$ cat src/design/assert_macros.svh
// assertion helpers for the rtl
`ifndef ASSERT_MACROS_SVH
`define ASSERT_MACROS_SVH

// property must hold at every edge outside reset
`define RSS_ASSERT(name, clk, rst_n, prop, msg) \
	name: assert property (@(posedge clk) disable iff (!rst_n) (prop)) else $error(msg);

// condition must never be seen at an edge outside reset
`define RSS_NEVER(name, clk, rst_n, cond, msg) \
	name: assert property (@(posedge clk) disable iff (!rst_n) !(cond)) else $error(msg);

`endif

$ cat src/design/rss_pkg.sv
package rss_pkg;

	localparam int LEN_W = 16;
	localparam int RND_W = 32;
	localparam int CAP_W = 9;
	localparam int RATE_W = 17;
	localparam int PERIOD_W = 10;
	localparam int BYTES_W = 24;
	localparam int CNT_W = 32;
	localparam int FED_W = 48;
	localparam int SLOT_OUT_W = 8;
	localparam int CFG_IDX_W = 2;
	localparam int CFG_DATA_W = 17;

	localparam logic [1:0] REQ_FEED = 2'd0;
	localparam logic [1:0] REQ_CLEAR = 2'd1;
	localparam logic [1:0] REQ_STATS = 2'd2;

	localparam logic [1:0] CMD_IGNORE = 2'd0;
	localparam logic [1:0] CMD_FEED = 2'd1;
	localparam logic [1:0] CMD_CLEAR = 2'd2;
	localparam logic [1:0] CMD_STATS = 2'd3;

	localparam logic [1:0] MODE_RANDOM = 2'd0;
	localparam logic [1:0] MODE_SYSTEMATIC = 2'd1;
	localparam logic [1:0] MODE_STRATIFIED = 2'd2;
	localparam logic [1:0] MODE_RESERVOIR = 2'd3;

	localparam logic [CFG_IDX_W-1:0] REG_MODE = 2'd0;
	localparam logic [CFG_IDX_W-1:0] REG_CAPACITY = 2'd1;
	localparam logic [CFG_IDX_W-1:0] REG_KEEP_RATE = 2'd2;
	localparam logic [CFG_IDX_W-1:0] REG_PERIOD = 2'd3;

	localparam logic [RATE_W-1:0] RATE_MIN = 17'd66;
	localparam logic [RATE_W-1:0] RATE_MAX = 17'd65536;
	localparam logic [PERIOD_W-1:0] PERIOD_MIN = 10'd1;
	localparam logic [PERIOD_W-1:0] PERIOD_MAX = 10'd1000;
	localparam logic [BYTES_W-1:0] BYTES_MAX = 24'hFFFFFF;

	typedef struct packed {
		logic [1:0] req_type;
		logic [LEN_W-1:0] record_length;
		logic [RND_W-1:0] random_word;
	} in_item_t;

	typedef struct packed {
		logic collected;
		logic replaced;
		logic evicted;
		logic reservoir_full;
		logic [SLOT_OUT_W-1:0] slot_index;
		logic [CNT_W-1:0] sequence_number;
		logic [BYTES_W-1:0] stored_bytes;
		logic [CAP_W-1:0] stored_count;
		logic [CNT_W-1:0] collected_total;
		logic [CNT_W-1:0] evicted_total;
		logic [CNT_W-1:0] replacement_total;
		logic [FED_W-1:0] bytes_fed_total;
	} result_t;

	typedef struct packed {
		logic [1:0] kind;
		logic rate_keep;
		logic [LEN_W-1:0] record_length;
		logic [RND_W-1:0] random_word;
	} cmd_t;

endpackage

$ cat src/design/rss_outq.sv
module rss_outq (
	input logic clk,
	input logic arst_n,
	input logic res_push,
	input rss_pkg::result_t res_data,
	output logic res_full,
	output logic empty,
	input logic pop,
	output rss_pkg::result_t result
);
	import rss_pkg::*;

	result_t entry_q [2];
	logic wr_q;
	logic rd_q;
	logic [1:0] cnt_q;
	logic do_push;
	logic do_pop;

	assign res_full = (cnt_q == 2'd2);
	assign empty = (cnt_q == 2'd0);
	assign result = entry_q[rd_q];
	assign do_push = res_push && !res_full;
	assign do_pop = pop && !empty;

	always_ff @(posedge clk) begin
		if (do_push) begin
			entry_q[wr_q] <= res_data;
		end
	end

	always_ff @(posedge clk or negedge arst_n) begin
		if (!arst_n) begin
			wr_q <= 1'b0;
			rd_q <= 1'b0;
			cnt_q <= 2'd0;
		end else begin
			if (do_push) begin
				wr_q <= ~wr_q;
			end
			if (do_pop) begin
				rd_q <= ~rd_q;
			end
			cnt_q <= cnt_q + {1'b0, do_push} - {1'b0, do_pop};
		end
	end

endmodule

$ cat config.mk
export PLATFORM = sky130hd
export DESIGN_NAME = rss_outq
export DESIGN_NICKNAME = d
export VERILOG_FILES = /design/src/design/assert_macros.svh /design/src/design/rss_pkg.sv /design/src/design/rss_outq.sv
export SDC_FILE = /design/constraint.sdc
export NUM_CORES = 1
export LEC_CHECK = 0
export BUFFER_PORTS_ARGS = -buffer_cell sky130_fd_sc_hd__buf_4
export CAP_MARGIN = 5
export CELL_PAD_IN_SITES_DETAIL_PLACEMENT = 1
export CELL_PAD_IN_SITES_GLOBAL_PLACEMENT = 2
export CORE_MARGIN = 3
export CORE_UTILIZATION = 44
export CTS_BUF_LIST = sky130_fd_sc_hd__clkbuf_8
export DETAILED_ROUTE_END_ITERATION = 10
export PLACE_DENSITY = 0.95
export SLEW_MARGIN = 20
export SYNTH_ARGS = -nofsm -noshare
export SYNTH_HDL_FRONTEND = slang
export SYNTH_SLANG_ARGS = --single-unit
$ cat constraint.sdc
create_clock -name clk -period 19.66 [get_ports clk]
set_input_delay 0.983 -clock clk [delete_from_list [all_inputs] [get_ports clk]]
set_output_delay 0.983 -clock clk [all_outputs]
set_load 0.02 [all_outputs]
==> summary.txt <==
Finish
  • Layout cells sized above 1: 0.607
  • Layout area overhead: 30.3%
  • Final layout net count: 1442
  • Fill cell count: 3353

Synthesis
  • Sequential area share after synthesis: 0.790
  • Most frequent cell after synthesis: edfxtp_1
  • Most frequent cells after synthesis: edfxtp_1 (442), mux2_4 (180), mux2_2 (41)
  • Yosys warns: 0
  • Post-Synthesis Cells: 706
  • Area leader, netlist: edfxtp_1
  • Largest cells by area after synthesis: edfxtp_1 (78%), mux2_4 (16%), mux2_2 (2.7%), buf_8 (0.89%), buf_6 (0.66%)
  • Post-synthesis async set-or-reset flop share: 0.00897
  • #FFs+latches synth: 446
  • Dominant synthesized flop cell: edfxtp_1
  • Post-synth EDFFs: 442
  • Yosys top cell area share: 0.784
  • Post-Syn Nets: 933
  • Netlist cell types: 17
  • Avg Cell Area, Syn: 24.0 um2
  • Mapped Area: 16900 um2

Floorplan
  • Die Span Y: 202 um
  • Core ar.: 37800 um2
  • Die span in x: 202 um
  • I/O pin cnt: 448
  • Die footprint: 40900 um2
  • Initial Utilization: 0.448
  • Row cnt: 71

Drt
  • Initial drt markers: 454
  • DRT antenna net count: 0
  • DRC: 0
  • DR pass1 iterations: 7
  • Drt total wl: 42.2 mm
  • Vias post-DR: 8688
  • DR vias/cell: 4.86
  • Routed wire per std cell: 23.6 um

Timing
  • Final hold violation count: 0
  • Relative slew slack: 0.276
  • Final period util: 0.259
  • Final worst slack: 14.56 ns
  • Setup violators final: 0
  • Tmin final: 5.10 ns
  • FMAX: 0.196 GHz
  • Fin Clk Skew: 0.0233 ns
  • RSZ-0062 raised after global routing: false
  • Post-route setup TNS: 0 ns
  • Worst-margin pin slew: 1.09 ns
  • Max Slew Vio Count: 0

Worst hold path
  • Hold Path Class: in -> async

Clock network
  • Post-cts hold buffer count: 0
  • Clock slew at reported path FFs: 0.06 ns
  • TritonCTS Buffers: 75
  • CTS H-tree depth: 3
  • Clk root buf: clkbuf_8
  • # resized after CTS: 0
  • Post-CTS Setup Inserts: 0
  • Clock sinks: 446
  • Bufs on Longest Clock Path: 3
  • CTS tree: done
  • Worst-Skew Late Latency: 0.62 ns

Power
  • Pwr/cell area: 156 nW/um2
  • VDD IR max: 90.9 uV
  • Leakage: 8.79 nW

Placement
  • DP Worst Slack: 15.06 ns
  • GP Congestion: 0.732
  • HPWL after DPL: 28.8 mm
  • IO Port Bufs: 447

Worst setup path
  • CP Launch Type: register
  • Crit. End Element: output pin
  • Crit path cell chain: buf_4 -> buf_4 -> mux2_4 -> buf_4
  • CP arrival: 4.12 ns
  • CP most frequent cell: buf_4
  • Worst path required time: 18.68 ns
  • Crit path max fanout: 58
  • Critical path's slowest cell: dfrtp_4
  • Setup CP Type: reg -> out
  • CP max stage delay: 0.97 ns

Global routing
  • Gr ovfl total: 0
  • GRT Total Usage: 0.203
  • Vias in the first global route: 9956
  • First-pass GRT wire length: 61.7 mm
  • Largest net degree at the start of global routing: 72
  • Initial antenna violation count: 2

Flow run
  • Max-cap violation count: 0

Status
  • Status: finished clean
-- power by group --
part | switching (mW) | internal (mW)
Clock | 0.367 | 0.375
Sequential | 0.0820 | 1.30
Combinational | 0.706 | 0.618
-- per-stage QoR --
step	area [um2]	hold WS, ns	total power [mW]	utilization	std cells
finish	22100	0.173	3.45	0.583	1786
global route	22100	0.108	3.61	0.583	1786
CTS	22100	0.109	3.51	0.583	1785
detailed placement	20700	0.556	2.74	0.548	1649
global placement	20700	0.493	2.69	0.548	1649
floorplan	16900	0.461	2.32	-	706
-- flip-flops by register name (all words and copies together), names as in the netlist --
register  count
entry_q     442
cnt_q         2
rd_q          1
wr_q          1
-- per-layer routing --
metal | GRT usage | wire length [um] | up-vias | part of all wire
met5 | 0 | 17 | - | 0.00040
met4 | 0.0658 | 1080 | 2 | 0.026
met3 | 0.0900 | 3960 | 78 | 0.094
met2 | 0.363 | 22200 | 357 | 0.53
met1 | 0.214 | 14900 | 4407 | 0.35
li1 | - | - | 3844 | -
-- cell usage in the layout, fill, tap and decap left out --
| master | netlist | final |
|---|---|---|
| nand2_1 | 1 | 1 |
| dfrtp_4 | 0 | 1 |
| xnor2_1 | 3 | 3 |
| nor2_1 | 2 | 1 |
| clkbuf_8 | 0 | 76 |
| inv_1 | 2 | 23 |
| mux2_2 | 41 | 41 |
| edfxtp_1 | 442 | 442 |
| diode_2 | 0 | 1 |
| nor2_4 | 0 | 1 |
| nand2b_1 | 1 | 1 |
| inv_6 | 0 | 1 |
| clkinvlp_4 | 0 | 6 |
| nor2b_1 | 1 | 1 |
| ha_1 | 2 | 2 |
| buf_4 | 0 | 456 |
| clkinv_1 | 0 | 23 |
| buf_6 | 10 | 1 |
| xor2_1 | 1 | 1 |
| and3_4 | 0 | 1 |
| bufinv_16 | 0 | 1 |
| clkinv_4 | 0 | 1 |
| dfrtp_1 | 4 | 3 |
| mux2_4 | 180 | 180 |
| clkinv_2 | 0 | 7 |
-- kinds of logic (layout without fill, tap and decap cells) --
| kind of cell | after synthesis | in the layout | share of synthesized area |
|---|---|---|---|
| other | 0 | 1 | 0 |
| multiplexers | 221 | 221 | 0.187 |
| AND/OR/NAND/NOR | 6 | 6 | 0.00177 |
| adder cells (fa/ha/maj) | 2 | 2 | 0.00148 |
| buffers and inverters | 27 | 595 | 0.0183 |
| flip-flops | 446 | 446 | 0.790 |
| XOR/XNOR | 4 | 4 | 0.00207 |
-- final timing paths --
path                               start  slack (ns)  depth (start not counted)         endpoint
max in group asynchronous         arst_n       19.37                          1             rd_q
min                               arst_n        0.17                          1             wr_q
min reg2reg                     cnt_q[0]        0.57                          1         cnt_q[0]
max reg2reg                     cnt_q[1]       16.57                          4   entry_q[1][73]
min in group clk           res_data[151]        0.55                          1  entry_q[1][151]
max                                 rd_q       14.56                          4      result[101]
-- cell type report --
type                       instances  area [um2]  area share
sequential                       446       13400       0.606
timing repair buffer             457        3430       0.156
multi-input combinational        233        3270       0.148
clock buffer                      76        1050      0.0474
tap                              511         639      0.0290
clock inverter                    60         293      0.0133
inverter                           2        7.51    0.000340
antenna                            1        2.50    0.000113
-- critical path, delay by kind of cell, from the launching register on --
family	cells	cell delay [ns]
buffers and inverters	3	1.99
DFF	1	0.97
muxes	1	0.36
Note: power is estimated with default switching activity, not from simulation.
