File: src/design/assert_macros.svh
// assertion helpers for the rtl
`ifndef ASSERT_MACROS_SVH
`define ASSERT_MACROS_SVH

// property must hold at every edge outside reset
`define RSS_ASSERT(name, clk, rst_n, prop, msg) \
	name: assert property (@(posedge clk) disable iff (!rst_n) (prop)) else $error(msg);

// condition must never be seen at an edge outside reset
`define RSS_NEVER(name, clk, rst_n, cond, msg) \
	name: assert property (@(posedge clk) disable iff (!rst_n) !(cond)) else $error(msg);

`endif

File: src/design/rss_pkg.sv
package rss_pkg;

	localparam int LEN_W = 16;
	localparam int RND_W = 32;
	localparam int CAP_W = 9;
	localparam int RATE_W = 17;
	localparam int PERIOD_W = 10;
	localparam int BYTES_W = 24;
	localparam int CNT_W = 32;
	localparam int FED_W = 48;
	localparam int SLOT_OUT_W = 8;
	localparam int CFG_IDX_W = 2;
	localparam int CFG_DATA_W = 17;

	localparam logic [1:0] REQ_FEED = 2'd0;
	localparam logic [1:0] REQ_CLEAR = 2'd1;
	localparam logic [1:0] REQ_STATS = 2'd2;

	localparam logic [1:0] CMD_IGNORE = 2'd0;
	localparam logic [1:0] CMD_FEED = 2'd1;
	localparam logic [1:0] CMD_CLEAR = 2'd2;
	localparam logic [1:0] CMD_STATS = 2'd3;

	localparam logic [1:0] MODE_RANDOM = 2'd0;
	localparam logic [1:0] MODE_SYSTEMATIC = 2'd1;
	localparam logic [1:0] MODE_STRATIFIED = 2'd2;
	localparam logic [1:0] MODE_RESERVOIR = 2'd3;

	localparam logic [CFG_IDX_W-1:0] REG_MODE = 2'd0;
	localparam logic [CFG_IDX_W-1:0] REG_CAPACITY = 2'd1;
	localparam logic [CFG_IDX_W-1:0] REG_KEEP_RATE = 2'd2;
	localparam logic [CFG_IDX_W-1:0] REG_PERIOD = 2'd3;

	localparam logic [RATE_W-1:0] RATE_MIN = 17'd66;
	localparam logic [RATE_W-1:0] RATE_MAX = 17'd65536;
	localparam logic [PERIOD_W-1:0] PERIOD_MIN = 10'd1;
	localparam logic [PERIOD_W-1:0] PERIOD_MAX = 10'd1000;
	localparam logic [BYTES_W-1:0] BYTES_MAX = 24'hFFFFFF;

	typedef struct packed {
		logic [1:0] req_type;
		logic [LEN_W-1:0] record_length;
		logic [RND_W-1:0] random_word;
	} in_item_t;

	typedef struct packed {
		logic collected;
		logic replaced;
		logic evicted;
		logic reservoir_full;
		logic [SLOT_OUT_W-1:0] slot_index;
		logic [CNT_W-1:0] sequence_number;
		logic [BYTES_W-1:0] stored_bytes;
		logic [CAP_W-1:0] stored_count;
		logic [CNT_W-1:0] collected_total;
		logic [CNT_W-1:0] evicted_total;
		logic [CNT_W-1:0] replacement_total;
		logic [FED_W-1:0] bytes_fed_total;
	} result_t;

	typedef struct packed {
		logic [1:0] kind;
		logic rate_keep;
		logic [LEN_W-1:0] record_length;
		logic [RND_W-1:0] random_word;
	} cmd_t;

endpackage

File: src/design/rss_front.sv
module rss_front (
	input logic clk,
	input logic arst_n,
	input logic push,
	output logic full,
	input rss_pkg::in_item_t item,
	input logic [rss_pkg::RATE_W-1:0] keep_rate,
	output logic cmd_valid,
	input logic cmd_pop,
	output rss_pkg::cmd_t cmd
);
	import rss_pkg::*;

	cmd_t entry_q [2];
	logic wr_q;
	logic rd_q;
	logic [1:0] cnt_q;
	cmd_t new_cmd;
	logic do_push;
	logic do_pop;

	always_comb begin
		new_cmd.record_length = item.record_length;
		new_cmd.random_word = item.random_word;
		new_cmd.rate_keep = ({1'b0, item.random_word[31:16]} <= keep_rate);
		unique case (item.req_type)
			REQ_FEED: new_cmd.kind = (item.record_length != '0) ? CMD_FEED : CMD_IGNORE;
			REQ_CLEAR: new_cmd.kind = CMD_CLEAR;
			REQ_STATS: new_cmd.kind = CMD_STATS;
			default: new_cmd.kind = CMD_IGNORE;
		endcase
	end

	assign full = (cnt_q == 2'd2);
	assign cmd_valid = (cnt_q != 2'd0);
	assign cmd = entry_q[rd_q];
	assign do_push = push && !full;
	assign do_pop = cmd_pop && cmd_valid;

	always_ff @(posedge clk) begin
		if (do_push) begin
			entry_q[wr_q] <= new_cmd;
		end
	end

	always_ff @(posedge clk or negedge arst_n) begin
		if (!arst_n) begin
			wr_q <= 1'b0;
			rd_q <= 1'b0;
			cnt_q <= 2'd0;
		end else begin
			if (do_push) begin
				wr_q <= ~wr_q;
			end
			if (do_pop) begin
				rd_q <= ~rd_q;
			end
			cnt_q <= cnt_q + {1'b0, do_push} - {1'b0, do_pop};
		end
	end

endmodule

File: config.mk
export PLATFORM = sky130hd
export DESIGN_NAME = rss_front
export DESIGN_NICKNAME = d
export VERILOG_FILES = /design/src/design/assert_macros.svh /design/src/design/rss_pkg.sv /design/src/design/rss_front.sv
export SDC_FILE = /design/constraint.sdc
export NUM_CORES = 1
export LEC_CHECK = 0
export BUFFER_PORTS_ARGS = -buffer_cell sky130_fd_sc_hd__buf_2
export CAP_MARGIN = 10
export CORE_MARGIN = 3
export CORE_UTILIZATION = 45
export CTS_BUF_LIST = sky130_fd_sc_hd__clkbuf_4 sky130_fd_sc_hd__clkbuf_8
export DETAILED_ROUTE_END_ITERATION = 6
export GPL_TIMING_DRIVEN = 0
export PLACE_DENSITY = 0.71
export SLEW_MARGIN = 30
export SYNTH_ARGS = -nofsm -noshare
export SYNTH_HDL_FRONTEND = slang
export SYNTH_SLANG_ARGS = --single-unit
export TNS_END_PERCENT = 30
File: constraint.sdc
create_clock -name clk -period 8.5 [get_ports clk]
set_input_delay 0.85 -clock clk [delete_from_list [all_inputs] [get_ports clk]]
set_output_delay 0.85 -clock clk [all_outputs]
set_load 0.03 [all_outputs]
==> report_table.html, run 1 <==
<table>
<tr><th>Metric</th><th>Value</th></tr>
<tr><th colspan="2">Outcome</th></tr>
<tr><td>Run status</td><td>finished clean</td></tr>
<tr><th colspan="2">Drt</th></tr>
<tr><td>Post-DRT Antenna Nets</td><td>0</td></tr>
<tr><td>Total via count in the routed design</td><td>2510</td></tr>
<tr><td>Number of detailed-route iterations in the first pass</td><td>5</td></tr>
<tr><td>Final routed DRC violation total</td><td>0</td></tr>
<tr><td>Final WL</td><td>between 7 and 8 mm</td></tr>
<tr><td>DRT iter0 DRCs</td><td>~110</td></tr>
<tr><td>Post-detailed-route via-to-cell ratio</td><td>a little under 5</td></tr>
<tr><td>Routed wire length per instance</td><td>~15 µm</td></tr>
<tr><th colspan="2">Yosys</th></tr>
<tr><td>Number of register bits inferred by synthesis</td><td>106</td></tr>
<tr><td>Cell with the most instances after synthesis</td><td>sky130_fd_sc_hd__edfxtp_1</td></tr>
<tr><td>Main flop type after synthesis</td><td>sky130_fd_sc_hd__edfxtp_1</td></tr>
<tr><td>Synthesized netlist cell count</td><td>244</td></tr>
<tr><td>Synthesized Nets</td><td>between 300 and 400</td></tr>
<tr><td>Post-synthesis average cell area</td><td>18.00 µm²</td></tr>
<tr><td>Top cells by area, synth</td><td>sky130_fd_sc_hd__edfxtp_1, sky130_fd_sc_hd__mux2_1, sky130_fd_sc_hd__ha_1</td></tr>
<tr><td>Area share of the largest cell type after synthesis</td><td>69.74%</td></tr>
<tr><td>Sequential share of the synthesized area</td><td>a little over 70%</td></tr>
<tr><td>Post-synth ARST share</td><td>3.774%</td></tr>
<tr><td>Top cells by instance count after synthesis</td><td>sky130_fd_sc_hd__edfxtp_1, sky130_fd_sc_hd__mux2_1, sky130_fd_sc_hd__inv_1, sky130_fd_sc_hd__ha_1, sky130_fd_sc_hd__mux2_2</td></tr>
<tr><td>Most area-hungry cell type in the Yosys netlist</td><td>sky130_fd_sc_hd__edfxtp_1</td></tr>
<tr><td>Netlist area before placement</td><td>roughly 4400 µm²</td></tr>
<tr><td>Number of flops mapped to enable cells by yosys</td><td>slightly above 100</td></tr>
<tr><td>Yosys synthesis warning count</td><td>0</td></tr>
<tr><td>Count of cell types in the netlist</td><td>32</td></tr>
<tr><th colspan="2">GRT</th></tr>
<tr><td>Wire length of the first global-routing pass</td><td>~13 mm</td></tr>
<tr><td>Largest net degree at the start of global routing</td><td>33</td></tr>
<tr><td>Final global-route overflow total</td><td>0</td></tr>
<tr><td>Total track usage</td><td>about 15%</td></tr>
<tr><td>Initial antenna violation count</td><td>0</td></tr>
<tr><td>Via count of the first global-routing pass</td><td>between 2000 and 3000</td></tr>
<tr><th colspan="2">Placed design</th></tr>
<tr><td>Gp weighted congestion</td><td>approximately 0.76</td></tr>
<tr><td>Number of placed cells counting well taps</td><td>about 500</td></tr>
<tr><td>DPL Wire Length</td><td>slightly below 6 mm</td></tr>
<tr><td>Placed inst area</td><td>roughly 5300 µm²</td></tr>
<tr><td>Total of buffers placed on input and output ports</td><td>about 120</td></tr>
<tr><th colspan="2">Setup path</th></tr>
<tr><td>Largest delay contributor family on the critical path</td><td>buffers and inverters</td></tr>
<tr><td>Buffers plus inverters on the worst setup path</td><td>3</td></tr>
<tr><td>Critical setup path kind</td><td>flop to output port</td></tr>
<tr><td>Crit. End Element</td><td>output port</td></tr>
<tr><td>Kind of launch point of the worst setup path</td><td>flop</td></tr>
<tr><td>Worst flop-to-flop path endpoint</td><td>cnt_q[1]</td></tr>
<tr><td>CP max FO</td><td>10</td></tr>
<tr><td>Setup slack of the most critical reg-to-reg path</td><td>6.78 ns</td></tr>
<tr><td>Longest individual stage delay on the worst path</td><td>about 0.34 ns</td></tr>
<tr><td>Launch point of the worst reg-to-reg path</td><td>cnt_q[1]</td></tr>
<tr><td>Signal arrival time at the worst endpoint</td><td>roughly 1.6 ns</td></tr>
<tr><td>Cell with the most instances on the worst path</td><td>sky130_fd_sc_hd__buf_2</td></tr>
<tr><td>Library cell contributing the largest single delay on the critical path</td><td>sky130_fd_sc_hd__mux2_1</td></tr>
<tr><td>Crit-path cells</td><td>buf_2, buf_6, mux2_1, buf_2</td></tr>
<tr><td>Logic depth of the worst register-to-register path</td><td>7</td></tr>
<tr><td>Required time of the critical path</td><td>~7.7 ns</td></tr>
<tr><th colspan="2">Cells and area</th></tr>
<tr><td>Layout Area Growth over Synthesis</td><td>23.82%</td></tr>
<tr><td>Final-layout fill cell count</td><td>783</td></tr>
<tr><td>Non-filler cells in the finished layout</td><td>just over 500</td></tr>
<tr><td>Ant diodes</td><td>0</td></tr>
<tr><td>Fraction of layout instances using a drive strength above 1</td><td>roughly 44%</td></tr>
<tr><td>Fin area</td><td>between 5000 and 6000 µm²</td></tr>
<tr><td>Net count reported at finish</td><td>about 470</td></tr>
<tr><th colspan="2">Floorplan</th></tr>
<tr><td>Top Ports</td><td>124</td></tr>
<tr><td>Initial core utilization</td><td>between 40% and 50%</td></tr>
<tr><td>DIE HEIGHT</td><td>between 100 and 150 µm</td></tr>
<tr><td>Core Area</td><td>approximately 9400 µm²</td></tr>
<tr><td>DIE AREA</td><td>around 11000 µm²</td></tr>
<tr><td>Die W</td><td>104.8 µm</td></tr>
<tr><td>Total number of placement rows</td><td>35</td></tr>
<tr><th colspan="2">STA</th></tr>
<tr><td>Post-Route Setup TNS</td><td>0 ns</td></tr>
<tr><td>Worst rel slew slack</td><td>slightly above 60%</td></tr>
<tr><td>Final hold slack</td><td>slightly below 0.3 ns</td></tr>
<tr><td>Final worst path period share</td><td>between 20% and 30%</td></tr>
<tr><td>RSZ-0062 raised after global routing</td><td>false</td></tr>
<tr><td>Worst Tran Pin Value</td><td>~0.59 ns</td></tr>
<tr><td>Maximum clock frequency</td><td>around 410 MHz</td></tr>
<tr><td>Max Clock Skew</td><td>~0.013 ns</td></tr>
<tr><td>Final hold vios</td><td>0</td></tr>
<tr><td>Number of failing setup endpoints in the final timing report</td><td>0</td></tr>
<tr><td>Fin crit period</td><td>about 2.5 ns</td></tr>
<tr><td>Pins over their slew limit</td><td>0</td></tr>
<tr><th colspan="2">Power and ir drop</th></tr>
<tr><td>Max IR drop VDD</td><td>roughly 0.00013 V</td></tr>
<tr><td>Leakage power</td><td>between 2 and 2.5 nW</td></tr>
<tr><td>Power per Cell Area</td><td>319.1 nW/µm²</td></tr>
<tr><th colspan="2">Clock network</th></tr>
<tr><td>Total of hold buffers inserted after clock tree synthesis</td><td>0</td></tr>
<tr><td>Setup bufs post-CTS</td><td>0</td></tr>
<tr><td>H-tree levels</td><td>3</td></tr>
<tr><td>Maximum buffer depth of the clock tree</td><td>2</td></tr>
<tr><td>Clk sinks</td><td>106</td></tr>
<tr><td>Insertion delay to the later sink of the worst-skew pair</td><td>0.34 ns</td></tr>
<tr><td>CTS tree</td><td>done</td></tr>
<tr><td>Number of buffers created by CTS</td><td>9</td></tr>
<tr><td>Clock root buffer</td><td>sky130_fd_sc_hd__clkbuf_8</td></tr>
<tr><td>Clock-pin slew of the registers on the worst-case setup and hold paths</td><td>approximately 0.10 ns</td></tr>
<tr><td>PostCTS Resize Cnt</td><td>0</td></tr>
<tr><th colspan="2">Flow run</th></tr>
<tr><td>Max capacitance violation total</td><td>0</td></tr>
<tr><th colspan="2">Min path</th></tr>
<tr><td>Class of the tightest hold or removal check</td><td>input port to asynchronous set/reset pin</td></tr>
</table>
==> worst reg2reg max path: cells and delay by family, from the launching register on <==
family,cells,cell delay [ns]
xor+xnor,2,0.32
fa+ha+maj,2,0.45
simple gates,2,0.42
buf+inv,1,0.04
flops,1,0.42
==> cell type report <==
class | instances | area (µm²) | area share (%)
clock buffers | 11 | 145.1 | 2.669
plain buffers | 6 | 61.31 | 1.127
inverters | 21 | 78.83 | 1.450
multi-input cells | 111 | 1101 | 20.25
well taps | 129 | 161.4 | 2.968
repair buffers | 126 | 690.7 | 12.70
flip-flops and latches | 106 | 3163 | 58.17
clock inverters | 5 | 36.28 | 0.6673
==> metal layers <==
metal	global-route usage (%)	part of all wire (%)	vias to the layer above
met1	17.15	41	1202
met2	25.39	51	92
met3	4.571	7.3	2
li1	-	-	1214
met5	0	0	-
met4	5.342	0.44	0
==> registers in the layout, indices dropped and copies added, names as in the netlist <==
signal,flops
entry_q,102
cnt_q,2
rd_q,1
wr_q,1
==> worst max path at each step <==
stage / startpoint / end / slack (ns) / depth (start not counted)
6_report: rd_q / cmd[35] / 6.04 / 4
3_5_place_dp: item[20] / entry_q[1][48] / 6.21 / 6
2_1_floorplan: push / entry_q[0][0] / 4.96 / 2
3_3_place_gp: push / entry_q[0][20] / 3.66 / 3
4_1_cts: rd_q / cmd[35] / 5.98 / 4
5_1_grt: rd_q / cmd[46] / 5.91 / 4
==> kinds of logic (layout without fill, tap and decap cells) <==
group / after synthesis / in the layout / synth area share (%)
xor gates and xnor gates: 4 / 4 / 0.7979
AOI/OAI and AO/OA: 13 / 13 / 2.251
adders and majority gates: 19 / 19 / 5.413
DFF: 106 / 106 / 72.02
buffers and inverters: 27 / 169 / 3.191
muxes: 51 / 51 / 13.08
and+or+nand+nor: 24 / 24 / 3.247
==> layout by cell type (no fill, tap or decap), drive strengths merged <==
cell,count
buf,132
edfxtp,102
mux2,51
inv,23
ha,19
clkbuf,11
a21oi,5
nand2,4
nor4,4
nand4,4
dfrtp,4
xnor2,3
nor2,3
and2,2
clkinvlp,2
nor3,2
o31ai,2
nand2b,1
nand3,1
o21ai,1
and3,1
or2,1
nand4b,1
a21o,1
a41o,1
o221ai,1
a211oi,1
o32a,1
xor2,1
clkinv,1
==> power by group <==
| group | internal [mW] | switching, mW | total, mW |
|---|---|---|---|
| clock network | 0.119 | 0.160 | 0.279 |
| logic | 0.254 | 0.462 | 0.716 |
| registers | 0.713 | 0.0270 | 0.740 |
| total | 1.09 | 0.649 | 1.74 |
==> per-stage QoR <==
| stage | worst slack, ns | util, % | total power, mW |
|---|---|---|---|
| floorplan | 4.957 | - | 1.259 |
| global placement | 3.664 | 55.15 | 1.450 |
| detailed placement | 6.214 | 56.09 | 1.485 |
| CTS | 5.981 | 58.02 | 1.768 |
| global route | 5.907 | 58.02 | 1.834 |
| finish | 6.036 | 58.02 | 1.735 |
Note: power is estimated with default switching activity, not from simulation.
==> run 2, diff against run 1 <==
- PLACE_DENSITY: 0.71 -> 0.73
- clock period: 8.5 -> 2 ns (I/O delays scaled with it)
==> run 2 against run 1 <==
Sequential power rose to 4.3 times the previous value. Setup slack got worse by 5.9 ns. Critical path depth did not move. Utilization rose by 0.17 points. Global-route usage rose by 0.58 points. First-iteration DRC count fell by 29%. Via count rose by 1.1%. Die area did not move. Clock power rose to 4.2 times the previous value. Count of clock-buffer cells in the layout fell by 2. Wire length rose by 5.0%. Cell count rose by 0.39%. Largest power group unchanged.
==> report_table.html, run 2 (synthesis gave the netlist of run 1 again) <==
<table>
<tr><th>Metric</th><th>Value</th></tr>
<tr><th colspan="2">GRT</th></tr>
<tr><td>Initial antenna violation count</td><td>0</td></tr>
<tr><td>Total track usage</td><td>15.25%</td></tr>
<tr><td>Final global-route overflow total</td><td>0</td></tr>
<tr><td>Wire length of the first global-routing pass</td><td>about 13 mm</td></tr>
<tr><td>Via count of the first global-routing pass</td><td>between 2000 and 3000</td></tr>
<tr><td>Largest net degree at the start of global routing</td><td>33</td></tr>
<tr><th colspan="2">STA</th></tr>
<tr><td>Max Clock Skew</td><td>~0.0097 ns</td></tr>
<tr><td>Final worst path period share</td><td>~92%</td></tr>
<tr><td>Worst Tran Pin Value</td><td>between 0.4 and 0.5 ns</td></tr>
<tr><td>Worst rel slew slack</td><td>66.79%</td></tr>
<tr><td>Fin crit period</td><td>roughly 1.8 ns</td></tr>
<tr><td>Pins over their slew limit</td><td>0</td></tr>
<tr><td>Final hold slack</td><td>between 0.03 and 0.04 ns</td></tr>
<tr><td>Final hold vios</td><td>0</td></tr>
<tr><td>RSZ-0062 raised after global routing</td><td>false</td></tr>
<tr><td>Maximum clock frequency</td><td>542.4 MHz</td></tr>
<tr><td>Number of failing setup endpoints in the final timing report</td><td>0</td></tr>
<tr><th colspan="2">Floorplan</th></tr>
<tr><td>DIE HEIGHT</td><td>between 100 and 150 µm</td></tr>
<tr><td>Die W</td><td>104.8 µm</td></tr>
<tr><td>DIE AREA</td><td>10980 µm²</td></tr>
<tr><td>Core Area</td><td>~9400 µm²</td></tr>
<tr><td>Total number of placement rows</td><td>35</td></tr>
<tr><td>Top Ports</td><td>between 100 and 150</td></tr>
<tr><td>Initial core utilization</td><td>46.86%</td></tr>
<tr><th colspan="2">Setup path</th></tr>
<tr><td>Largest delay contributor family on the critical path</td><td>buffers and inverters</td></tr>
<tr><td>Crit. End Element</td><td>output port</td></tr>
<tr><td>Buffers plus inverters on the worst setup path</td><td>3</td></tr>
<tr><td>Cell with the most instances on the worst path</td><td>sky130_fd_sc_hd__buf_2</td></tr>
<tr><td>Library cell contributing the largest single delay on the critical path</td><td>sky130_fd_sc_hd__mux2_1</td></tr>
<tr><td>Critical setup path kind</td><td>flop to output port</td></tr>
<tr><td>Kind of launch point of the worst setup path</td><td>flop</td></tr>
<tr><td>Crit-path cells</td><td>buf_2, buf_6, mux2_1, buf_2</td></tr>
<tr><td>CP max FO</td><td>10</td></tr>
<tr><td>Signal arrival time at the worst endpoint</td><td>approximately 1.6 ns</td></tr>
<tr><td>Required time of the critical path</td><td>about 1.8 ns</td></tr>
<tr><td>Longest individual stage delay on the worst path</td><td>about 0.35 ns</td></tr>
<tr><th colspan="2">Placed design</th></tr>
<tr><td>Placed inst area</td><td>5256 µm²</td></tr>
<tr><td>DPL Wire Length</td><td>~6.0 mm</td></tr>
<tr><td>Total of buffers placed on input and output ports</td><td>around 120</td></tr>
<tr><td>Gp weighted congestion</td><td>between 0.7 and 0.8</td></tr>
<tr><th colspan="2">Drt</th></tr>
<tr><td>Total via count in the routed design</td><td>2537</td></tr>
<tr><td>Post-detailed-route via-to-cell ratio</td><td>between 4 and 5</td></tr>
<tr><td>DRT iter0 DRCs</td><td>between 70 and 80</td></tr>
<tr><td>Routed wire length per instance</td><td>roughly 16 µm</td></tr>
<tr><td>Post-DRT Antenna Nets</td><td>0</td></tr>
<tr><td>Final WL</td><td>8.101 mm</td></tr>
<tr><td>Final routed DRC violation total</td><td>0</td></tr>
<tr><td>Number of detailed-route iterations in the first pass</td><td>4</td></tr>
<tr><th colspan="2">Cells and area</th></tr>
<tr><td>Net count reported at finish</td><td>473</td></tr>
<tr><td>Number of flip-flops under the largest register name</td><td>102</td></tr>
<tr><td>Fraction of layout instances using a drive strength above 1</td><td>approximately 44%</td></tr>
<tr><td>Registers with the most flip-flops</td><td>entry_q (102), cnt_q (2)</td></tr>
<tr><td>Register name with the most flops</td><td>entry_q</td></tr>
<tr><td>Ant diodes</td><td>0</td></tr>
<tr><td>Layout Area Growth over Synthesis</td><td>24.19%</td></tr>
<tr><td>Highest-count cells in the layout ignoring fill and taps</td><td>sky130_fd_sc_hd__buf_2, sky130_fd_sc_hd__edfxtp_1, sky130_fd_sc_hd__mux2_1</td></tr>
<tr><td>Fin area</td><td>around 5500 µm²</td></tr>
<tr><td>Most common cell after layout, fill and taps aside</td><td>sky130_fd_sc_hd__buf_2</td></tr>
<tr><th colspan="2">Clock network</th></tr>
<tr><td>Maximum buffer depth of the clock tree</td><td>2</td></tr>
<tr><td>Clk sinks</td><td>~110</td></tr>
<tr><td>Insertion delay to the later sink of the worst-skew pair</td><td>between 0.3 and 0.4 ns</td></tr>
<tr><td>Setup bufs post-CTS</td><td>0</td></tr>
<tr><td>CTS tree</td><td>done</td></tr>
<tr><td>Clock-pin slew of the registers on the worst-case setup and hold paths</td><td>approximately 0.1 ns</td></tr>
<tr><td>H-tree levels</td><td>3</td></tr>
<tr><td>Clock root buffer</td><td>sky130_fd_sc_hd__clkbuf_8</td></tr>
<tr><td>Number of buffers created by CTS</td><td>9</td></tr>
<tr><th colspan="2">Power and ir drop</th></tr>
<tr><td>Total power after layout</td><td>between 7 and 8 mW</td></tr>
<tr><td>Leakage power</td><td>2.192 nW</td></tr>
<tr><td>Max IR drop VDD</td><td>between 0.0005 and 0.0006 V</td></tr>
<tr><td>Power per Cell Area</td><td>~1400 nW/µm²</td></tr>
<tr><th colspan="2">Flow run</th></tr>
<tr><td>Max capacitance violation total</td><td>0</td></tr>
<tr><th colspan="2">Min path</th></tr>
<tr><td>Class of the tightest hold or removal check</td><td>input port to flop</td></tr>
<tr><th colspan="2">Outcome</th></tr>
<tr><td>Run status</td><td>finished clean</td></tr>
</table>
## run 2: worst paths after layout
kind / from / end / slack (ns) / cells past startpoint
setup / recovery: rd_q / cmd[34] / 0.16 / 4
hold / removal: item[5] / entry_q[0][5] / 0.03 / 1
setup reg to reg: cnt_q[1] / cnt_q[1] / 0.28 / 7
hold reg to reg: cnt_q[0] / cnt_q[0] / 0.53 / 1
max in group asynchronous: arst_n / wr_q / 1.69 / 2
min in group asynchronous: arst_n / rd_q / 0.18 / 2
## run 2: cell type report
class	instances	area (µm²)
Clock inverter	7	53.80
Multi-Input combinational cell	111	1101
Sequential cell	106	3163
Fill cell	805	3918
Timing Repair Buffer	128	710.7
Clock buffer	9	123.9
Tap cell	129	161.4
Buffer	6	61.31
Inverter	21	78.83
## run 2: timing repair
action / 4_1_cts / 5_1_grt
hold buffers: 1 / 1
resized for setup: 0 / 0
endpoints found under the hold margin: 4 / 2
## run 2: report_power, final
part | total [mW] | switching (mW) | internal (mW) | leakage (nW)
Clock | 1.18 | 0.716 | 0.464 | 0.0875
Combinational | 3.06 | 1.98 | 1.08 | 1.11
Sequential | 3.15 | 0.118 | 3.03 | 0.993
Total | 7.39 | 2.81 | 4.58 | 2.19
## run 2: layer usage
| metal | vias to the layer above | GRT usage (%) | share of wire, % |
|---|---|---|---|
| met2 | 81 | 27.50 | 52 |
| met1 | 1232 | 17.33 | 40 |
| met3 | 14 | 3.397 | 5.6 |
| met4 | 0 | 6.467 | 2.3 |
| li1 | 1210 | - | - |
| met5 | - | 0 | 0 |
## run 2: stage by stage
step	util, %	cells	setup WS [ns]	TNS, ns
final	58.20	517	0.1563	0
after global routing	58.20	517	0.04062	0
after CTS	58.09	516	0.1169	0
after detailed placement	56.09	499	0.2931	0
after global placement	55.23	496	-0.8413	-55.11
after floorplan	-	244	-0.1675	-8.544
==> run 3, diff against run 2 <==
- PLACE_DENSITY: 0.73 -> 0.82
==> run 3 against run 2 <==
Critical path depth unchanged. Cell count decreased by 0.19%. Combinational power about the same. Largest power group unchanged. Highest routed layer unchanged.
==> report_table.html, run 3 (synthesis gave the netlist of run 1 again) <==
<table>
<tr><th>Metric</th><th>Value</th></tr>
<tr><th colspan="2">STA</th></tr>
<tr><td>Worst Tran Pin Value</td><td>0.6343 ns</td></tr>
<tr><td>Pins over their slew limit</td><td>0</td></tr>
<tr><td>Final worst path period share</td><td>91.26%</td></tr>
<tr><td>Maximum clock frequency</td><td>547.9 MHz</td></tr>
<tr><td>Fin crit period</td><td>1.825 ns</td></tr>
<tr><td>Worst rel slew slack</td><td>a little under 60%</td></tr>
<tr><td>Number of failing setup endpoints in the final timing report</td><td>0</td></tr>
<tr><td>Post-Route Setup TNS</td><td>0 ns</td></tr>
<tr><td>RSZ-0062 raised after global routing</td><td>false</td></tr>
<tr><td>Final hold vios</td><td>0</td></tr>
<tr><td>Max Clock Skew</td><td>0.01014 ns</td></tr>
<tr><th colspan="2">Setup path</th></tr>
<tr><td>Library cell contributing the largest single delay on the critical path</td><td>sky130_fd_sc_hd__mux2_1</td></tr>
<tr><td>Buffers plus inverters on the worst setup path</td><td>3</td></tr>
<tr><td>Longest individual stage delay on the worst path</td><td>approximately 0.34 ns</td></tr>
<tr><td>Crit. End Element</td><td>output port</td></tr>
<tr><td>Setup slack of the most critical reg-to-reg path</td><td>roughly 0.24 ns</td></tr>
<tr><td>Cell with the most instances on the worst path</td><td>sky130_fd_sc_hd__buf_2</td></tr>
<tr><td>CP max FO</td><td>10</td></tr>
<tr><td>Critical setup path kind</td><td>flop to output port</td></tr>
<tr><td>Startpoint of the most critical setup path</td><td>rd_q</td></tr>
<tr><td>Logic depth of the worst register-to-register path</td><td>4</td></tr>
<tr><td>Largest delay contributor family on the critical path</td><td>buffers and inverters</td></tr>
<tr><td>Required time of the critical path</td><td>approximately 1.8 ns</td></tr>
<tr><td>Crit-path cells</td><td>buf_2, buf_6, mux2_1, buf_2</td></tr>
<tr><td>Kind of launch point of the worst setup path</td><td>flop</td></tr>
<tr><td>Worst flop-to-flop path endpoint</td><td>entry_q[0][29]</td></tr>
<tr><td>Launch point of the worst reg-to-reg path</td><td>cnt_q[1]</td></tr>
<tr><td>Signal arrival time at the worst endpoint</td><td>about 1.6 ns</td></tr>
<tr><th colspan="2">Drt</th></tr>
<tr><td>Routed wire length per instance</td><td>around 15 µm</td></tr>
<tr><td>Post-DRT Antenna Nets</td><td>0</td></tr>
<tr><td>Total via count in the routed design</td><td>between 2000 and 3000</td></tr>
<tr><td>Final WL</td><td>slightly below 8 mm</td></tr>
<tr><td>Number of detailed-route iterations in the first pass</td><td>4</td></tr>
<tr><td>Final routed DRC violation total</td><td>0</td></tr>
<tr><td>DRT iter0 DRCs</td><td>94</td></tr>
<tr><td>Post-detailed-route via-to-cell ratio</td><td>roughly 4.9</td></tr>
<tr><th colspan="2">Floorplan</th></tr>
<tr><td>Die W</td><td>~100 µm</td></tr>
<tr><td>Initial core utilization</td><td>46.86%</td></tr>
<tr><td>Total number of placement rows</td><td>35</td></tr>
<tr><td>Top Ports</td><td>124</td></tr>
<tr><td>DIE AREA</td><td>around 11000 µm²</td></tr>
<tr><td>DIE HEIGHT</td><td>approximately 100 µm</td></tr>
<tr><td>Core Area</td><td>~9400 µm²</td></tr>
<tr><th colspan="2">Cells and area</th></tr>
<tr><td>Register name with the most flops</td><td>entry_q</td></tr>
<tr><td>Utilization after layout</td><td>58.04%</td></tr>
<tr><td>Fraction of layout instances using a drive strength above 1</td><td>between 40 and 50%</td></tr>
<tr><td>Final-layout fill cell count</td><td>774</td></tr>
<tr><td>Layout Area Growth over Synthesis</td><td>23.85%</td></tr>
<tr><td>Registers with the most flip-flops</td><td>entry_q (102), cnt_q (2)</td></tr>
<tr><td>Highest-count cells in the layout ignoring fill and taps</td><td>sky130_fd_sc_hd__buf_2, sky130_fd_sc_hd__edfxtp_1, sky130_fd_sc_hd__mux2_1</td></tr>
<tr><td>Most common cell after layout, fill and taps aside</td><td>sky130_fd_sc_hd__buf_2</td></tr>
<tr><td>Ant diodes</td><td>0</td></tr>
<tr><td>Number of flip-flops under the largest register name</td><td>102</td></tr>
<tr><td>Net count reported at finish</td><td>~470</td></tr>
<tr><th colspan="2">Clock network</th></tr>
<tr><td>Maximum buffer depth of the clock tree</td><td>2</td></tr>
<tr><td>Clock root buffer</td><td>sky130_fd_sc_hd__clkbuf_8</td></tr>
<tr><td>Clock-pin slew of the registers on the worst-case setup and hold paths</td><td>0.10 ns</td></tr>
<tr><td>Setup bufs post-CTS</td><td>0</td></tr>
<tr><td>Total of hold buffers inserted after clock tree synthesis</td><td>1</td></tr>
<tr><td>CTS tree</td><td>done</td></tr>
<tr><td>H-tree levels</td><td>3</td></tr>
<tr><td>PostCTS Resize Cnt</td><td>0</td></tr>
<tr><td>Number of buffers created by CTS</td><td>9</td></tr>
<tr><td>Clk sinks</td><td>between 100 and 150</td></tr>
<tr><td>Insertion delay to the later sink of the worst-skew pair</td><td>between 0.3 and 0.4 ns</td></tr>
<tr><th colspan="2">GRT</th></tr>
<tr><td>Wire length of the first global-routing pass</td><td>approximately 12 mm</td></tr>
<tr><td>Largest net degree at the start of global routing</td><td>32</td></tr>
<tr><td>Final global-route overflow total</td><td>0</td></tr>
<tr><td>Total track usage</td><td>between 10% and 20%</td></tr>
<tr><td>Via count of the first global-routing pass</td><td>2600</td></tr>
<tr><td>Initial antenna violation count</td><td>0</td></tr>
<tr><th colspan="2">Min path</th></tr>
<tr><td>WHS Path Cells</td><td>1</td></tr>
<tr><td>Start point of the worst hold path</td><td>item[8]</td></tr>
<tr><td>Class of the tightest hold or removal check</td><td>input port to flop</td></tr>
<tr><td>Capture endpoint of the worst hold path</td><td>entry_q[1][8]</td></tr>
<tr><th colspan="2">Flow run</th></tr>
<tr><td>Max capacitance violation total</td><td>0</td></tr>
<tr><th colspan="2">Power and ir drop</th></tr>
<tr><td>Max IR drop VDD</td><td>0.0004834 V</td></tr>
<tr><td>Total power after layout</td><td>around 7.4 mW</td></tr>
<tr><td>Leakage power</td><td>around 2.2 nW</td></tr>
<tr><td>Power per Cell Area</td><td>roughly 1400 nW/µm²</td></tr>
<tr><th colspan="2">Placed design</th></tr>
<tr><td>DPL Wire Length</td><td>approximately 6.0 mm</td></tr>
<tr><td>Total of buffers placed on input and output ports</td><td>between 100 and 150</td></tr>
<tr><td>Gp weighted congestion</td><td>roughly 0.74</td></tr>
<tr><th colspan="2">Outcome</th></tr>
<tr><td>Run status</td><td>finished clean</td></tr>
</table>
## run 3: cell types whose count changed in the layout (fill, tap and decap cells not counted), sizes merged
| cell | change |
|---|---|
| dlygate4sd3 | -1 |
| clkbuf | +1 |
| clkinv | -1 |
## run 3: layout make-up
| class | instances | area, µm² | share of cell area (%) |
|---|---|---|---|
| Buffer | 6 | 61.31 | 1.127 |
| Clock buffer | 10 | 131.4 | 2.415 |
| Clock inverter | 6 | 41.29 | 0.7591 |
| Inverter | 21 | 78.83 | 1.449 |
| Multi-Input combinational cell | 111 | 1101 | 20.24 |
| Sequential cell | 106 | 3163 | 58.15 |
| Tap cell | 129 | 161.4 | 2.968 |
| Timing Repair Buffer | 127 | 700.7 | 12.88 |
## run 3: metrics by stage
| step | setup WS [ns] | hold slack, ns | cells | area (µm²) |
|---|---|---|---|---|
| after floorplan | -0.1675 | -0.09559 | 244 | 4399 |
| after global placement | -0.8342 | 0.007475 | 496 | 5176 |
| after detailed placement | 0.2376 | 0.01339 | 499 | 5256 |
| after CTS | 0.1339 | 0.01224 | 516 | 5439 |
| after global routing | 0.08014 | 0.009084 | 516 | 5439 |
| final | 0.1747 | 0.03581 | 516 | 5439 |
## run 3: how the worst max path moves through the flow
stage | end | slack [ns] | cells past startpoint
floorplan | entry_q[1][0] | -0.17 | 2
global placement | entry_q[1][13] | -0.83 | 2
detailed placement | entry_q[0][19] | 0.24 | 4
CTS | cmd[37] | 0.13 | 4
global route | cmd[34] | 0.08 | 4
finish | cmd[37] | 0.17 | 4
## run 3: routing by layer
| layer | wire, µm | global-route usage (%) | vias to the layer above |
|---|---|---|---|
| li1 | - | - | 1205 |
| met1 | 3132 | 16.25 | 1230 |
| met2 | 4282 | 27.09 | 91 |
| met3 | 425 | 2.965 | 9 |
| met4 | 100 | 5.623 | 0 |
| met5 | 0 | 0 | - |
## run 3: power breakdown
part	internal, mW	switching (mW)
combinational	1.08	1.97
clock	0.470	0.687
sequential	3.03	0.116
total	4.58	2.78
